==> config.mk <==
export PLATFORM = sky130hd
export DESIGN_NAME = gfbs_front
export DESIGN_NICKNAME = d
export VERILOG_FILES = /design/src/design/gfbs_pkg.sv /design/src/design/gfbs_front.sv
export SDC_FILE = /design/constraint.sdc
export NUM_CORES = 1
export LEC_CHECK = 0
export BUFFER_PORTS_ARGS = -buffer_cell sky130_fd_sc_hd__buf_4
export CAP_MARGIN = 10
export CELL_PAD_IN_SITES_DETAIL_PLACEMENT = 1
export CELL_PAD_IN_SITES_GLOBAL_PLACEMENT = 1
export CORE_MARGIN = 2
export CORE_UTILIZATION = 38
export DETAILED_ROUTE_END_ITERATION = 10
export GPL_ROUTABILITY_DRIVEN = 1
export PLACE_DENSITY = 0.8
export REMOVE_ABC_BUFFERS = 1
export SYNTH_ARGS = -nofsm -noshare
export SYNTH_HDL_FRONTEND = slang
export SYNTH_SLANG_ARGS = --single-unit
==> constraint.sdc <==
create_clock -name clk -period 2.75 [get_ports clk]
set_input_delay 0.275 -clock clk [delete_from_list [all_inputs] [get_ports clk]]
set_output_delay 0.275 -clock clk [all_outputs]
set_load 0.01 [all_outputs]
==> src/design/gfbs_pkg.sv <==
// Shared types, constants and command codes for the grouped free-block stack.
package gfbs_pkg;

	// Pool geometry.
	localparam int NUM_BLOCKS  = 256;
	localparam int GROUP_SIZE  = 16;
	localparam int STORE_DEPTH = NUM_BLOCKS * GROUP_SIZE;

	// Derived widths.
	localparam int BLOCK_W   = 8;
	localparam int STATUS_W  = 2;
	localparam int COUNT_W   = $clog2(NUM_BLOCKS + 1);
	localparam int IDX_W     = $clog2(GROUP_SIZE);
	localparam int FILL_W    = $clog2(GROUP_SIZE + 1);
	localparam int SADDR_W   = $clog2(STORE_DEPTH);

	// Depth of the command queue between front and back.
	localparam int CMD_DEPTH   = 2;
	localparam int CMD_PTR_W   = (CMD_DEPTH > 1) ? $clog2(CMD_DEPTH) : 1;
	localparam int CMD_COUNT_W = $clog2(CMD_DEPTH + 1);

	// Request operation codes.
	localparam logic OP_ALLOC = 1'b0;
	localparam logic OP_FREE  = 1'b1;

	// Result status codes.
	localparam logic [STATUS_W-1:0] STAT_OK        = 2'd0;
	localparam logic [STATUS_W-1:0] STAT_EXHAUSTED = 2'd1;
	localparam logic [STATUS_W-1:0] STAT_REJECTED  = 2'd2;

	// Request beat.
	typedef struct packed {
		logic               op;
		logic [BLOCK_W-1:0] block_in;
	} req_t;

	// Result beat.
	typedef struct packed {
		logic [BLOCK_W-1:0]  block_out;
		logic [STATUS_W-1:0] status;
		logic [COUNT_W-1:0]  free_total;
	} rsp_t;

	// Work kinds the back end carries out.
	typedef enum logic [2:0] {
		CMD_NOP,
		CMD_PUSH,
		CMD_SPILL,
		CMD_POP,
		CMD_RELOAD
	} cmd_kind_t;

	// Classified command passed from front to back.
	typedef struct packed {
		cmd_kind_t           kind;
		logic [BLOCK_W-1:0]  block;
		logic [IDX_W-1:0]    idx;
		logic [STATUS_W-1:0] status;
		logic [COUNT_W-1:0]  total;
	} cmd_t;

	// Back end sequencer states.
	typedef enum logic [1:0] {
		BK_IDLE,
		BK_SPILL,
		BK_RELOAD,
		BK_DONE
	} back_state_t;

endpackage

==> src/design/gfbs_front.sv <==
// Front end: accepts requests, tracks stack fill and free count, and classifies each beat.
module gfbs_front (
	input  logic          clk,
	input  logic          arst_n,
	input  logic          req_valid,
	output logic          req_ready,
	input  gfbs_pkg::req_t req,
	output logic          cmd_valid,
	input  logic          cmd_ready,
	output gfbs_pkg::cmd_t cmd
);
	import gfbs_pkg::*;

	logic [FILL_W-1:0]  fill_q;
	logic [COUNT_W-1:0] count_q;
	logic [FILL_W-1:0]  fill_d;
	logic [COUNT_W-1:0] count_d;
	logic [FILL_W-1:0]  fill_dec;
	logic [COUNT_W-1:0] count_dec;
	logic               accept;

	assign req_ready = cmd_ready;
	assign cmd_valid = req_valid;
	assign accept    = req_valid & cmd_ready;
	assign fill_dec  = fill_q - 1'b1;
	assign count_dec = count_q - 1'b1;

	// Classify the request against the current fill and free count.
	always_comb begin
		fill_d     = fill_q;
		count_d    = count_q;
		cmd.kind   = CMD_NOP;
		cmd.block  = req.block_in;
		cmd.idx    = fill_q[IDX_W-1:0];
		cmd.status = STAT_OK;
		cmd.total  = count_q;
		if (req.op == OP_ALLOC) begin
			if (count_q == '0 || fill_q == '0) begin
				cmd.status = STAT_EXHAUSTED;
			end else begin
				count_d   = count_dec;
				cmd.total = count_dec;
				cmd.idx   = fill_dec[IDX_W-1:0];
				if (fill_dec == '0 && count_dec != '0) begin
					// The last entry is a link to a spilled group.
					cmd.kind = CMD_RELOAD;
					fill_d   = FILL_W'(GROUP_SIZE);
				end else begin
					cmd.kind = CMD_POP;
					fill_d   = fill_dec;
				end
			end
		end else begin
			if (COUNT_W'(req.block_in) >= COUNT_W'(NUM_BLOCKS)
					|| count_q >= COUNT_W'(NUM_BLOCKS)) begin
				cmd.status = STAT_REJECTED;
			end else begin
				count_d   = count_q + 1'b1;
				cmd.total = count_q + 1'b1;
				if (fill_q >= FILL_W'(GROUP_SIZE)) begin
					cmd.kind = CMD_SPILL;
					fill_d   = FILL_W'(1);
				end else begin
					cmd.kind = CMD_PUSH;
					fill_d   = fill_q + 1'b1;
				end
			end
		end
	end

	// Bookkeeping counters are updated on every accepted beat.
	always_ff @(posedge clk or negedge arst_n) begin
		if (!arst_n) begin
			fill_q  <= '0;
			count_q <= '0;
		end else if (accept) begin
			fill_q  <= fill_d;
			count_q <= count_d;
		end
	end

endmodule

==> load_flow_metrics.sql <==
INSERT INTO impl_metrics (metric_group, metric, value, unit) VALUES
('sta', 'tns', '0', 'ns'),
('synth', 'ys_async_sr_fraction', '1.000', ''),
('finish', 'layout.cell_area.non_filler', '0.001659', 'mm^2'),
('synth', 'yosysSeqAreaShare', '0.2412', ''),
('finish', 'final_common_cell', 'buf_4', ''),
('die', 'die-width', '65.83', 'um'),
('synth', 'postSynthAreaPerCell', '8.254', 'um^2'),
('setup_path', 'worst-r2r-cell-count', '7', ''),
('drt', 'num_vias', '1310', ''),
('die', 'placeableCoreArea', '0.003661', 'mm^2'),
('placed_design', 'port-buffer-count', '24', ''),
('placed_design', 'dp_hpwl', '3019', 'um'),
('synth', 'synth_ff_type', 'dfrtp_1', ''),
('sta', 'fmaxAchievable', '369.3', 'MHz'),
('drt', 'drc_errors', '0', ''),
('synth', 'synth-compound-area-share', '0.1869', ''),
('power_and_ir_drop', 'design_power_total', '1.923', 'mW'),
('clock_tree', 'cts-buffers-inserted', '3', ''),
('drt', 'drt-pass1-iter-count', '4', ''),
('clock_tree', 'cts_tree', 'yes', ''),
('setup_path', 'crit_path_start_kind', 'flop', ''),
('power_and_ir_drop', 'power.internal', '0.9832', 'mW'),
('finish', 'syn2layout_area_growth', '14.21', '%'),
('global_route', 'largest_net_degree_at_the_start_of_global_routing', '21', ''),
('sta', 'drv_slew', '0', ''),
('synth', 'post_synth_fa_ha_maj_area_fraction', '0.05168', ''),
('drt', 'drt-vias-per-instance', '5.527', ''),
('sta', 'hold_violations', '0', ''),
('global_route', 'first_pass_grt_wire_length', '6541', 'um'),
('placed_design', 'placed_cells_incl_taps', '230', ''),
('finish', 'total_inserted_antenna_cells', '0', ''),
('sta', 'slew_headroom', '0.6671', ''),
('placed_design', 'placedInstanceArea', '0.001583', 'mm^2'),
('placed_design', 'place_worst_setup_slack', '0.2948', 'ns'),
('finish', 'final_cells', '237', ''),
('clock_tree', 'cts_buffer_depth', '2', ''),
('die', 'fp.dieArea', '0.004334', 'mm^2'),
('setup_path', 'critical_path_arrival', '2.43', 'ns'),
('drt', 'antenna_left', '0', ''),
('synth', 'synth-edff-count', '0', ''),
('synth', 'synth_warn', '0', ''),
('power_and_ir_drop', 'switchingPower', '0.9397', 'mW'),
('clock_tree', 'clk_root_buffer_cell', 'clkbuf_8', ''),
('sta', 'final.period_utilization', '0.9848', ''),
('synth', 'syn-instance-count', '176', ''),
('min_path', 'hold_class', 'input pin to asynchronous set/reset pin', ''),
('clock_tree', 'clk_pin_slew_worst_paths', '0.06', 'ns'),
('run', 'drv_cap', '0', ''),
('power_and_ir_drop', 'switching_power_as_a_share_of_total_power', '0.4887', ''),
('setup_path', 'critical_path_required', '2.48', 'ns'),
('sta', 'rsz0062_at_grt', 'true', ''),
('global_route', 'grt_overflow', '0', ''),
('power_and_ir_drop', 'power.density_cell_area', '1159', 'mW/mm^2'),
('drt', 'detail_route.wl_per_cell', '17.03', 'um'),
('sta', 'post-route-worst-setup-slack', '0.04185', 'ns'),
('sta', 'period_minus_slack', '2.708', 'ns'),
('global_route', 'globalRouteTotalUtil', '0.1964', ''),
('setup_path', 'timing_worst_setup_path_type', 'flop to output port', ''),
('die', 'vertical_die_dimension', '65.83', 'um'),
('power_and_ir_drop', 'power.sequential.fraction', '0.256', ''),
('synth', 'largest_family_of_logic_cells_by_synthesized_area', 'simple AND/OR/NAND/NOR gates', ''),
('finish', 'highest_count_cells_in_the_layout_ignoring_fill_and_taps', '32 x buf_4, 20 x nor2_1, 14 x dfrtp_1', ''),
('placed_design', 'routabilityCongestion', '0.8350', ''),
('synth', 'yosysUniqueCellTypes', '45', ''),
('die', 'floorplan.rows', '22', ''),
('outcome', 'status', 'complete, no violations', ''),
('synth', 'postSynthRegisterBits', '14', ''),
('finish', 'final_layout_size_suffix_gt1_frac', '0.2487', ''),
('sta', 'finClkSkew', '0.003604', 'ns'),
('global_route', 'initial_antenna_violation_count', '0', ''),
('power_and_ir_drop', 'leakagePower', '0.7142', 'nW');
kinds of logic (layout without fill, tap and decap cells):
logic type	count (synthesis)	in the layout
flops	14	14
xor+xnor	20	20
simple gates	66	66
buf+inv	28	41
mux	3	3
fa+ha+maj	6	6
compound gates	39	39
path summary, 6_finish.rpt:
path | startpoint | endpoint
hold reg to reg | count_q[0] | count_q[0]
max in group asynchronous | arst_n | fill_q[1]
setup / recovery | fill_q[1] | cmd[14]
setup reg to reg | fill_q[1] | fill_q[4]
min in group clk | req[8] | fill_q[1]
hold / removal | arst_n | count_q[6]
cells in the mapped netlist, types with 2 or more instances:
library cell   n  area (um^2)
inv_1          5        18.77
dfrtp_1       14        350.3
nor4b_4        2        47.55
or3_1          2        12.51
buf_6          2        22.52
nor2b_1        3        18.77
nand2_1       11        41.29
buf_2          7        35.03
nand2b_1       4        25.02
a21oi_1       13        65.06
xor2_1        10        87.58
nor4_1         3        18.77
mux2i_1        2        20.02
o21ai_0        8        40.04
nor2_1        20        75.07
a21boi_0       2        15.01
nand3_1        7        35.03
ha_1           6        75.07
xnor2_1       10        87.58
nor3b_1        2        15.01
and2_1         2        12.51
nor3_1         2        10.01
o31ai_1        3        22.52
clkbuf_1       4        15.01
a22oi_1        2        15.01
buf_4         10        75.07
nand4_1        2        12.51
layer usage:
layer,up-vias,GRT usage,wire (um)
met5,-,0,0
met4,0,0.04948,42
li1,631,-,-
met1,645,0.2670,1897
met2,30,0.3220,1976
met3,4,0.03407,119
final cells by class:
| type | instances | share of cell area |
|---|---|---|
| Timing Repair Buffer | 33 | 0.1508 |
| Multi-Input combinational cell | 134 | 0.5656 |
| Sequential cell | 14 | 0.2112 |
| Clock buffer | 3 | 0.02489 |
| Tap cell | 48 | 0.03620 |
| Inverter | 5 | 0.01131 |
power by group through the flow:
stage	Sequential [mW]	Combinational [mW]	Clock [mW]
finish	0.492	1.26	0.175
CTS	0.487	1.24	0.174
floorplan	0.499	0.715	0
global route	0.511	1.37	0.186
detailed placement	0.492	1.22	0
global placement	0.483	1.16	0
critical path, cell delays in order, from the launching register on:
cell	delay [ns]
dfrtp_1	0.48
inv_1	0.13
ha_1	0.28
nor4b_4	0.18
a21oi_1	0.31
nand2_1	0.21
nor4_1	0.27
xor2_1	0.18
buf_4	0.14
repair_timing:
item                                    CTS  global route
pin swaps                                 0             1
hold endpoints to repair                 14             0
endpoints found under the setup margin    1             6
gates resized for setup                   0             3
setup buffers                             1             2
hold buffers                              1             0
sequential cells by signal (all words and copies together), names as in the netlist:
name / flops
fill_q: 5
count_q: 9
per-stage QoR:
stage,utilization,hold WS [ns]
after detailed placement,0.4323,0.1396
final,0.4532,0.4144
after floorplan,-,-0.02059
after global placement,0.4323,0.1365
after CTS,0.4484,0.4245
after global routing,0.4532,0.4327
Note: power is estimated with default switching activity, not from simulation.
