===== src/design/gfbs_pkg.sv =====
// Shared types, constants and command codes for the grouped free-block stack.
package gfbs_pkg;

	// Pool geometry.
	localparam int NUM_BLOCKS  = 256;
	localparam int GROUP_SIZE  = 16;
	localparam int STORE_DEPTH = NUM_BLOCKS * GROUP_SIZE;

	// Derived widths.
	localparam int BLOCK_W   = 8;
	localparam int STATUS_W  = 2;
	localparam int COUNT_W   = $clog2(NUM_BLOCKS + 1);
	localparam int IDX_W     = $clog2(GROUP_SIZE);
	localparam int FILL_W    = $clog2(GROUP_SIZE + 1);
	localparam int SADDR_W   = $clog2(STORE_DEPTH);

	// Depth of the command queue between front and back.
	localparam int CMD_DEPTH   = 2;
	localparam int CMD_PTR_W   = (CMD_DEPTH > 1) ? $clog2(CMD_DEPTH) : 1;
	localparam int CMD_COUNT_W = $clog2(CMD_DEPTH + 1);

	// Request operation codes.
	localparam logic OP_ALLOC = 1'b0;
	localparam logic OP_FREE  = 1'b1;

	// Result status codes.
	localparam logic [STATUS_W-1:0] STAT_OK        = 2'd0;
	localparam logic [STATUS_W-1:0] STAT_EXHAUSTED = 2'd1;
	localparam logic [STATUS_W-1:0] STAT_REJECTED  = 2'd2;

	// Request beat.
	typedef struct packed {
		logic               op;
		logic [BLOCK_W-1:0] block_in;
	} req_t;

	// Result beat.
	typedef struct packed {
		logic [BLOCK_W-1:0]  block_out;
		logic [STATUS_W-1:0] status;
		logic [COUNT_W-1:0]  free_total;
	} rsp_t;

	// Work kinds the back end carries out.
	typedef enum logic [2:0] {
		CMD_NOP,
		CMD_PUSH,
		CMD_SPILL,
		CMD_POP,
		CMD_RELOAD
	} cmd_kind_t;

	// Classified command passed from front to back.
	typedef struct packed {
		cmd_kind_t           kind;
		logic [BLOCK_W-1:0]  block;
		logic [IDX_W-1:0]    idx;
		logic [STATUS_W-1:0] status;
		logic [COUNT_W-1:0]  total;
	} cmd_t;

	// Back end sequencer states.
	typedef enum logic [1:0] {
		BK_IDLE,
		BK_SPILL,
		BK_RELOAD,
		BK_DONE
	} back_state_t;

endpackage


===== src/design/gfbs_cmd_fifo.sv =====
// Short command queue that decouples the front end from the back end.
module gfbs_cmd_fifo (
	input  logic           clk,
	input  logic           arst_n,
	input  logic           wr_valid,
	output logic           wr_ready,
	input  gfbs_pkg::cmd_t wr_data,
	output logic           rd_valid,
	input  logic           rd_ready,
	output gfbs_pkg::cmd_t rd_data
);
	import gfbs_pkg::*;

	cmd_t                   entries_q [CMD_DEPTH];
	logic [CMD_PTR_W-1:0]   wr_ptr_q;
	logic [CMD_PTR_W-1:0]   rd_ptr_q;
	logic [CMD_COUNT_W-1:0] level_q;
	logic                   push;
	logic                   pop;

	assign wr_ready = (level_q != CMD_COUNT_W'(CMD_DEPTH));
	assign rd_valid = (level_q != '0);
	assign rd_data  = entries_q[rd_ptr_q];
	assign push     = wr_valid & wr_ready;
	assign pop      = rd_valid & rd_ready;

	// Pointers and fill level.
	always_ff @(posedge clk or negedge arst_n) begin
		if (!arst_n) begin
			wr_ptr_q <= '0;
			rd_ptr_q <= '0;
			level_q  <= '0;
		end else begin
			if (push) begin
				wr_ptr_q <= (wr_ptr_q == CMD_PTR_W'(CMD_DEPTH - 1)) ? '0 : wr_ptr_q + 1'b1;
			end
			if (pop) begin
				rd_ptr_q <= (rd_ptr_q == CMD_PTR_W'(CMD_DEPTH - 1)) ? '0 : rd_ptr_q + 1'b1;
			end
			if (push && !pop) begin
				level_q <= level_q + 1'b1;
			end else if (pop && !push) begin
				level_q <= level_q - 1'b1;
			end
		end
	end

	// Entry storage.
	always_ff @(posedge clk) begin
		if (push) begin
			entries_q[wr_ptr_q] <= wr_data;
		end
	end

endmodule


===== config.mk =====
export PLATFORM = sky130hd
export DESIGN_NAME = gfbs_cmd_fifo
export DESIGN_NICKNAME = d
export VERILOG_FILES = /design/src/design/gfbs_pkg.sv /design/src/design/gfbs_cmd_fifo.sv
export SDC_FILE = /design/constraint.sdc
export NUM_CORES = 1
export LEC_CHECK = 0
export ABC_AREA = 0
export ABC_CLOCK_PERIOD_IN_PS = 2200
export BUFFER_PORTS_ARGS = -buffer_cell sky130_fd_sc_hd__buf_2
export CORE_MARGIN = 4
export CORE_UTILIZATION = 25
export DETAILED_ROUTE_END_ITERATION = 16
export HOLD_SLACK_MARGIN = 0.1
export PLACE_DENSITY_LB_ADDON = 0.25
export RECOVER_POWER = 25
export SLEW_MARGIN = 20
export SYNTH_ARGS = -nofsm -noshare
export SYNTH_HDL_FRONTEND = slang
export SYNTH_SLANG_ARGS = --single-unit

===== constraint.sdc =====
create_clock -name clk -period 2.2 [get_ports clk]
set_input_delay 0.44 -clock clk [delete_from_list [all_inputs] [get_ports clk]]
set_output_delay 0.44 -clock clk [all_outputs]
set_load 0.05 [all_outputs]

==> impl_metrics.csv, run 1 <==
group,metric,value,unit
finish,fillers,835,
route,drc,0,
sta,layout_worst_path_cycle_share,0.908,
setup_path,endpoint_kind,"primary output",
synthesis,ys_types,15,
sta,worstMarginPinSlew,0.493,ns
synthesis,synth_top_area_share,0.719,
clocking,cts_resized,0,
clocking,clk_path_buf_depth,2,
synthesis,yosys.cell_count.top_type,"edfxtp_1",
route,dr.pass1.iters,2,
synthesis,synth-edff-count,52,
status,status,"finished clean",
route,dr_total_vias,1076,
worst_hold_path,hp-start,"wr_data[6]",
setup_path,worstPathRequired,1.76,ns
die,die_w,101,um
sta,drv_slew,0,
route,viasPerCell,3.96,
setup_path,reg2reg_from,"level_q[0]",
route,wl_per_cell,13.5,um
global_route,antenna_found_initial,0,
die,die_area,10200,um^2
sta,setup_viol,0,
synthesis,synth.cell_area,2170,um^2
sta,fin_crit,2.00,ns
placement,gp_congestion,0.649,
global_route,grt_max_degree,20,
setup_path,cp-start-kind,"flip-flop",
synthesis,yosysSeqAreaShare,0.765,
synthesis,ys_ff_latch,56,
clocking,insertion_delay,0.30,ns
setup_path,reg2regPathDepth,3,
setup_path,worstPathArrival,1.56,ns
clocking,tritoncts,"built",
synthesis,synth_fp_nets,130,
placement,numPortBuffers,57,
placement,dp_hpwl,2670,um
clocking,cts_sinks,56,
synthesis,synth_top_area_cell,"edfxtp_1",
power,leakage,1.06,nW
synthesis,synth_common_cells,"edfxtp_1 (52), mux2_4 (19), mux2_2 (7)",
worst_hold_path,hold_path.class,"input port to flip-flop",
setup_path,crit_type,"flip-flop to primary output",
die,coreArea,8340,um^2
finish,finalNonFillerCells,272,
die,start_util,0.260,
synthesis,synthTopCellsByArea,"edfxtp_1 (72%), mux2_4 (13%), dfrtp_1 (4.6%)",
worst_hold_path,hold_end,"entries_q[1][6]",
synthesis,ys.warnings.count,0,
clocking,numCtsBuffers,5,
route,wl,3680,um
clocking,post-cts-setup-buffers,0,
sta,relSlewSlack,0.671,
sta,holdWs,0.321,ns
synthesis,syn_inst,99,
power,powerDensity,1520,nW/um^2
flow_run,cap_violations,0,
global_route,grt_use_total,0.0724,
finish,final_area,2700,um^2
die,die_h,101,um
worst_hold_path,min_path_cells,1,
die,row_count,33,
placement,place_inst,263,
sta,tns,0,ns
power,power,4.10,mW
sta,maxClockFrequency,0.500,GHz
setup_path,worstReg2RegEnd,"entries_q[1][7]",
global_route,overflow,0,
clocking,path_clk_slew,0.10,ns
die,ios,58,
sta,hold_violations,0,
synthesis,avgSynthCellArea,21.9,um^2
setup_path,ff2ff_setup_slack,0.60,ns
clocking,cts-root-buf,"clkbuf_8",
finish,nets,197,
setup_path,crit_fanout,18,
clocking,h-tree-depth,2,
placement,placed_area,2590,um^2
sta,fin_worst_skew,0.0120,ns
finish,layout-area-overhead-vs-synth,24.5,%
power,ir_drop,854,uV
finish,layout-drive-gt1-share,0.557,
finish,antenna_cells,0,
global_route,grt_pass1_vias,1133,
synthesis,synth-main-ff-cell,"edfxtp_1",
synthesis,synthArstFlopShare,0.0714,
sta,rsz0062_at_grt,"no",
global_route,grt_first_pass_wirelength,5600,um
route,drt_iter0_markers,17,
route,ant_nets,0,
clocking,hold_buffers,1,
==> where the power goes <==
part           internal, mW  switching [mW]  leakage, nW
logic                 0.623            1.30        0.481
clock network         0.332           0.303       0.0532
registers              1.46          0.0753        0.529
total                  2.42            1.68         1.06
==> sequential cells by signal (all words and copies together) (netlist names) <==
signal / cells
entries_q: 52
wr_ptr_q: 1
level_q: 2
rd_ptr_q: 1
==> cell families after synthesis <==
| logic type | share of synthesized area |
|---|---|
| buffers and inverters | 0.0254 |
| adder cells (fa/ha/maj) | 0.00576 |
| multiplexers | 0.168 |
| flip-flops | 0.765 |
| AND/OR/NAND/NOR | 0.0156 |
| XOR/XNOR | 0.0202 |
==> placed cells by master (no fill, tap or decap), drive strengths merged <==
cell	count
and3	1
buf	59
bufinv	1
clkbuf	8
clkinv	2
dfrtp	4
dlygate4sd3	1
edfxtp	52
ha	1
inv	1
mux2	26
nand2	2
nand2b	1
nor2	2
or2	1
xnor2	3
xor2	2
==> stage by stage <==
| step | util | setup WS, ns |
|---|---|---|
| 3_3_place_gp | 0.311 | 0.532 |
| 4_1_cts | 0.324 | 0.154 |
| 2_1_floorplan | - | 0.0315 |
| 5_1_grt | 0.324 | 0.118 |
| 6_report | 0.324 | 0.202 |
| 3_5_place_dp | 0.311 | 0.513 |
==> worst max-delay path by stage <==
stage	start	end	slack, ns	depth (start not counted)
final	rd_ptr_q	rd_data[5]	0.20	3
after global routing	rd_ptr_q	rd_data[5]	0.12	3
after CTS	rd_ptr_q	rd_data[5]	0.15	3
after detailed placement	rd_ptr_q	rd_data[5]	0.51	3
after global placement	rd_ptr_q	rd_data[5]	0.53	3
after floorplan	level_q[0]	entries_q[0][0]	0.03	3
==> critical path: stages (launching register included) <==
cell,delay [ns]
dfrtp_2,0.36
buf_4,0.30
mux2_2,0.38
buf_2,0.21
==> layer usage <==
layer / share of wire / vias up / wire, um / track usage
met5: 0 / - / 0 / 0
met4: 0.0092 / 0 / 34 / 0.0245
met3: 0.090 / 5 / 332 / 0.0310
met2: 0.46 / 37 / 1670 / 0.111
met1: 0.44 / 525 / 1640 / 0.0925
li1: - / 509 / - / -
==> cell type report <==
type                            count  area (um^2)  share of cell area
Sequential cell                    56         1660               0.615
Multi-Input combinational cell     39          457               0.169
Timing Repair Buffer               63          342               0.126
Tap cell                          105          131              0.0486
Clock buffer                        5         68.8              0.0255
Clock inverter                      3         37.5              0.0139
Inverter                            1         3.75             0.00139
Note: power is estimated with default switching activity, not from simulation.
==> run 2: changes to the inputs <==
--- a/config.mk
+++ b/config.mk
@@ -8,6 +8,7 @@
 export ABC_AREA = 0
 export ABC_CLOCK_PERIOD_IN_PS = 2200
 export BUFFER_PORTS_ARGS = -buffer_cell sky130_fd_sc_hd__buf_2
+export CORE_ASPECT_RATIO = 0.75
 export CORE_MARGIN = 4
 export CORE_UTILIZATION = 25
 export DETAILED_ROUTE_END_ITERATION = 16
==> run 2 against run 1 <==
Die area increased by 0.15%. Count of clock-buffer cells in the layout unchanged. Power is 3.4% higher. Hold slack better by 0.017 ns. Core utilization about the same. Largest power group unchanged. Highest routed layer unchanged.
==> impl_metrics.csv, run 2 (synthesis results as in run 1) <==
group,metric,value,unit
setup_path,cp-start-kind,"flip-flop",
clocking,cts_resized,0,
clocking,insertion_delay,0.28,ns
flow_run,cap_violations,0,
placement,place_inst,267,
finish,finish.utilization,0.324,
route,viasPerCell,3.89,
sta,holdWs,0.338,ns
placement,gp_congestion,0.668,
setup_path,reg2regPathDepth,7,
finish,top_regs,"entries_q x52, level_q x2",
sta,fin_crit,1.99,ns
global_route,grt_use_total,0.0776,
route,dr.pass1.iters,4,
sta,hold_violations,0,
sta,rsz0062_at_grt,"no",
finish,layout_commonest_cell,"buf_2",
finish,largest_reg_flops,52,
power,power,4.24,mW
finish,finalNonFillerCells,276,
route,dr_total_vias,1073,
route,wl_per_cell,14.2,um
die,die_w,116,um
setup_path,worstPathRequired,1.76,ns
clocking,numCtsBuffers,5,
setup_path,crit_type,"flip-flop to primary output",
global_route,overflow,0,
die,die_h,88.7,um
clocking,tritoncts,"built",
setup_path,worstPathArrival,1.55,ns
die,start_util,0.257,
finish,fillers,839,
global_route,grt_max_degree,19,
power,leakage,1.08,nW
placement,dp_hpwl,2780,um
sta,tns,0,ns
clocking,clk_path_buf_depth,2,
sta,fin_worst_skew,0.00531,ns
route,ant_nets,0,
setup_path,reg2reg_from,"level_q[0]",
power,powerDensity,1550,nW/um^2
worst_hold_path,hp-start,"wr_data[10]",
finish,nets,198,
clocking,h-tree-depth,2,
sta,maxClockFrequency,0.504,GHz
sta,drv_slew,0,
die,row_count,29,
clocking,cts_sinks,56,
finish,layout-drive-gt1-share,0.571,
clocking,path_clk_slew,0.07,ns
global_route,antenna_found_initial,0,
setup_path,ff2ff_setup_slack,0.69,ns
sta,worstMarginPinSlew,0.325,ns
sta,relSlewSlack,0.784,
sta,layout_worst_path_cycle_share,0.902,
finish,antenna_cells,0,
finish,final_cell_mix,"buf_2 (55), edfxtp_1 (52), mux2_4 (19)",
finish,layout-area-overhead-vs-synth,26.2,%
route,wl,3920,um
status,status,"finished clean",
global_route,grt_pass1_vias,1108,
route,drt_iter0_markers,22,
die,coreArea,8450,um^2
clocking,cts-root-buf,"clkbuf_16",
die,die_area,10300,um^2
worst_hold_path,hold_path.class,"input port to flip-flop",
die,ios,58,
global_route,grt_first_pass_wirelength,5820,um
sta,setup_viol,0,
power,ir_drop,664,uV
worst_hold_path,min_path_cells,1,
worst_hold_path,hold_end,"entries_q[0][10]",
setup_path,endpoint_kind,"primary output",
finish,regMostFlops,"entries_q",
placement,numPortBuffers,57,
route,drc,0,
clocking,post-cts-setup-buffers,0,
setup_path,crit_fanout,18,
setup_path,worstReg2RegEnd,"level_q[1]",
-- run 2: power by group --
part           switching (mW)  total [mW]  leakage, nW  internal (mW)
registers              0.0742        1.54        0.529           1.46
logic                    1.32        1.94        0.485          0.617
clock network           0.341       0.759       0.0635          0.418
-- run 2: worst max path at each step --
stage,from,to,slack (ns)
global placement,rd_ptr_q,rd_data[25],0.52
floorplan,level_q[0],entries_q[0][0],0.03
global route,rd_ptr_q,rd_data[5],0.14
detailed placement,rd_ptr_q,rd_data[5],0.50
CTS,rd_ptr_q,rd_data[5],0.18
finish,rd_ptr_q,rd_data[5],0.21
-- run 2: per-layer routing --
layer / vias to the layer above / routed length (um) / GRT usage
li1: 513 / - / -
met1: 515 / 1970 / 0.108
met2: 43 / 1600 / 0.114
met3: 2 / 335 / 0.0301
met4: 0 / 16 / 0.0192
met5: - / 0 / 0
-- run 2: final cells by class --
type                       count  area [um^2]  area share
clock inverter                 3         18.8     0.00685
timing repair buffer          64          338       0.123
sequential                    56         1660       0.607
tap                          108          135      0.0493
inverter                       1         3.75     0.00137
clock buffer                   5          125      0.0457
multi-input combinational     39          457       0.167
-- run 2: stage by stage --
| stage | cell area [um^2] | worst slack, ns |
|---|---|---|
| 6_report | 2740 | 0.215 |
| 2_1_floorplan | 2170 | 0.0315 |
| 5_1_grt | 2740 | 0.136 |
| 3_5_place_dp | 2590 | 0.502 |
| 4_1_cts | 2740 | 0.184 |
| 3_3_place_gp | 2590 | 0.523 |
-- run 2: repair_timing --
action | in CTS | in global routing
hold buffers | 1 | 0
endpoints found under the setup margin | 0 | 0
endpoints found under the hold margin | 4 | 0
-- run 2: critical path: stages, from the launching register on --
cell	delay [ns]
dfrtp_2	0.35
buf_4	0.31
mux2_2	0.38
buf_2	0.21
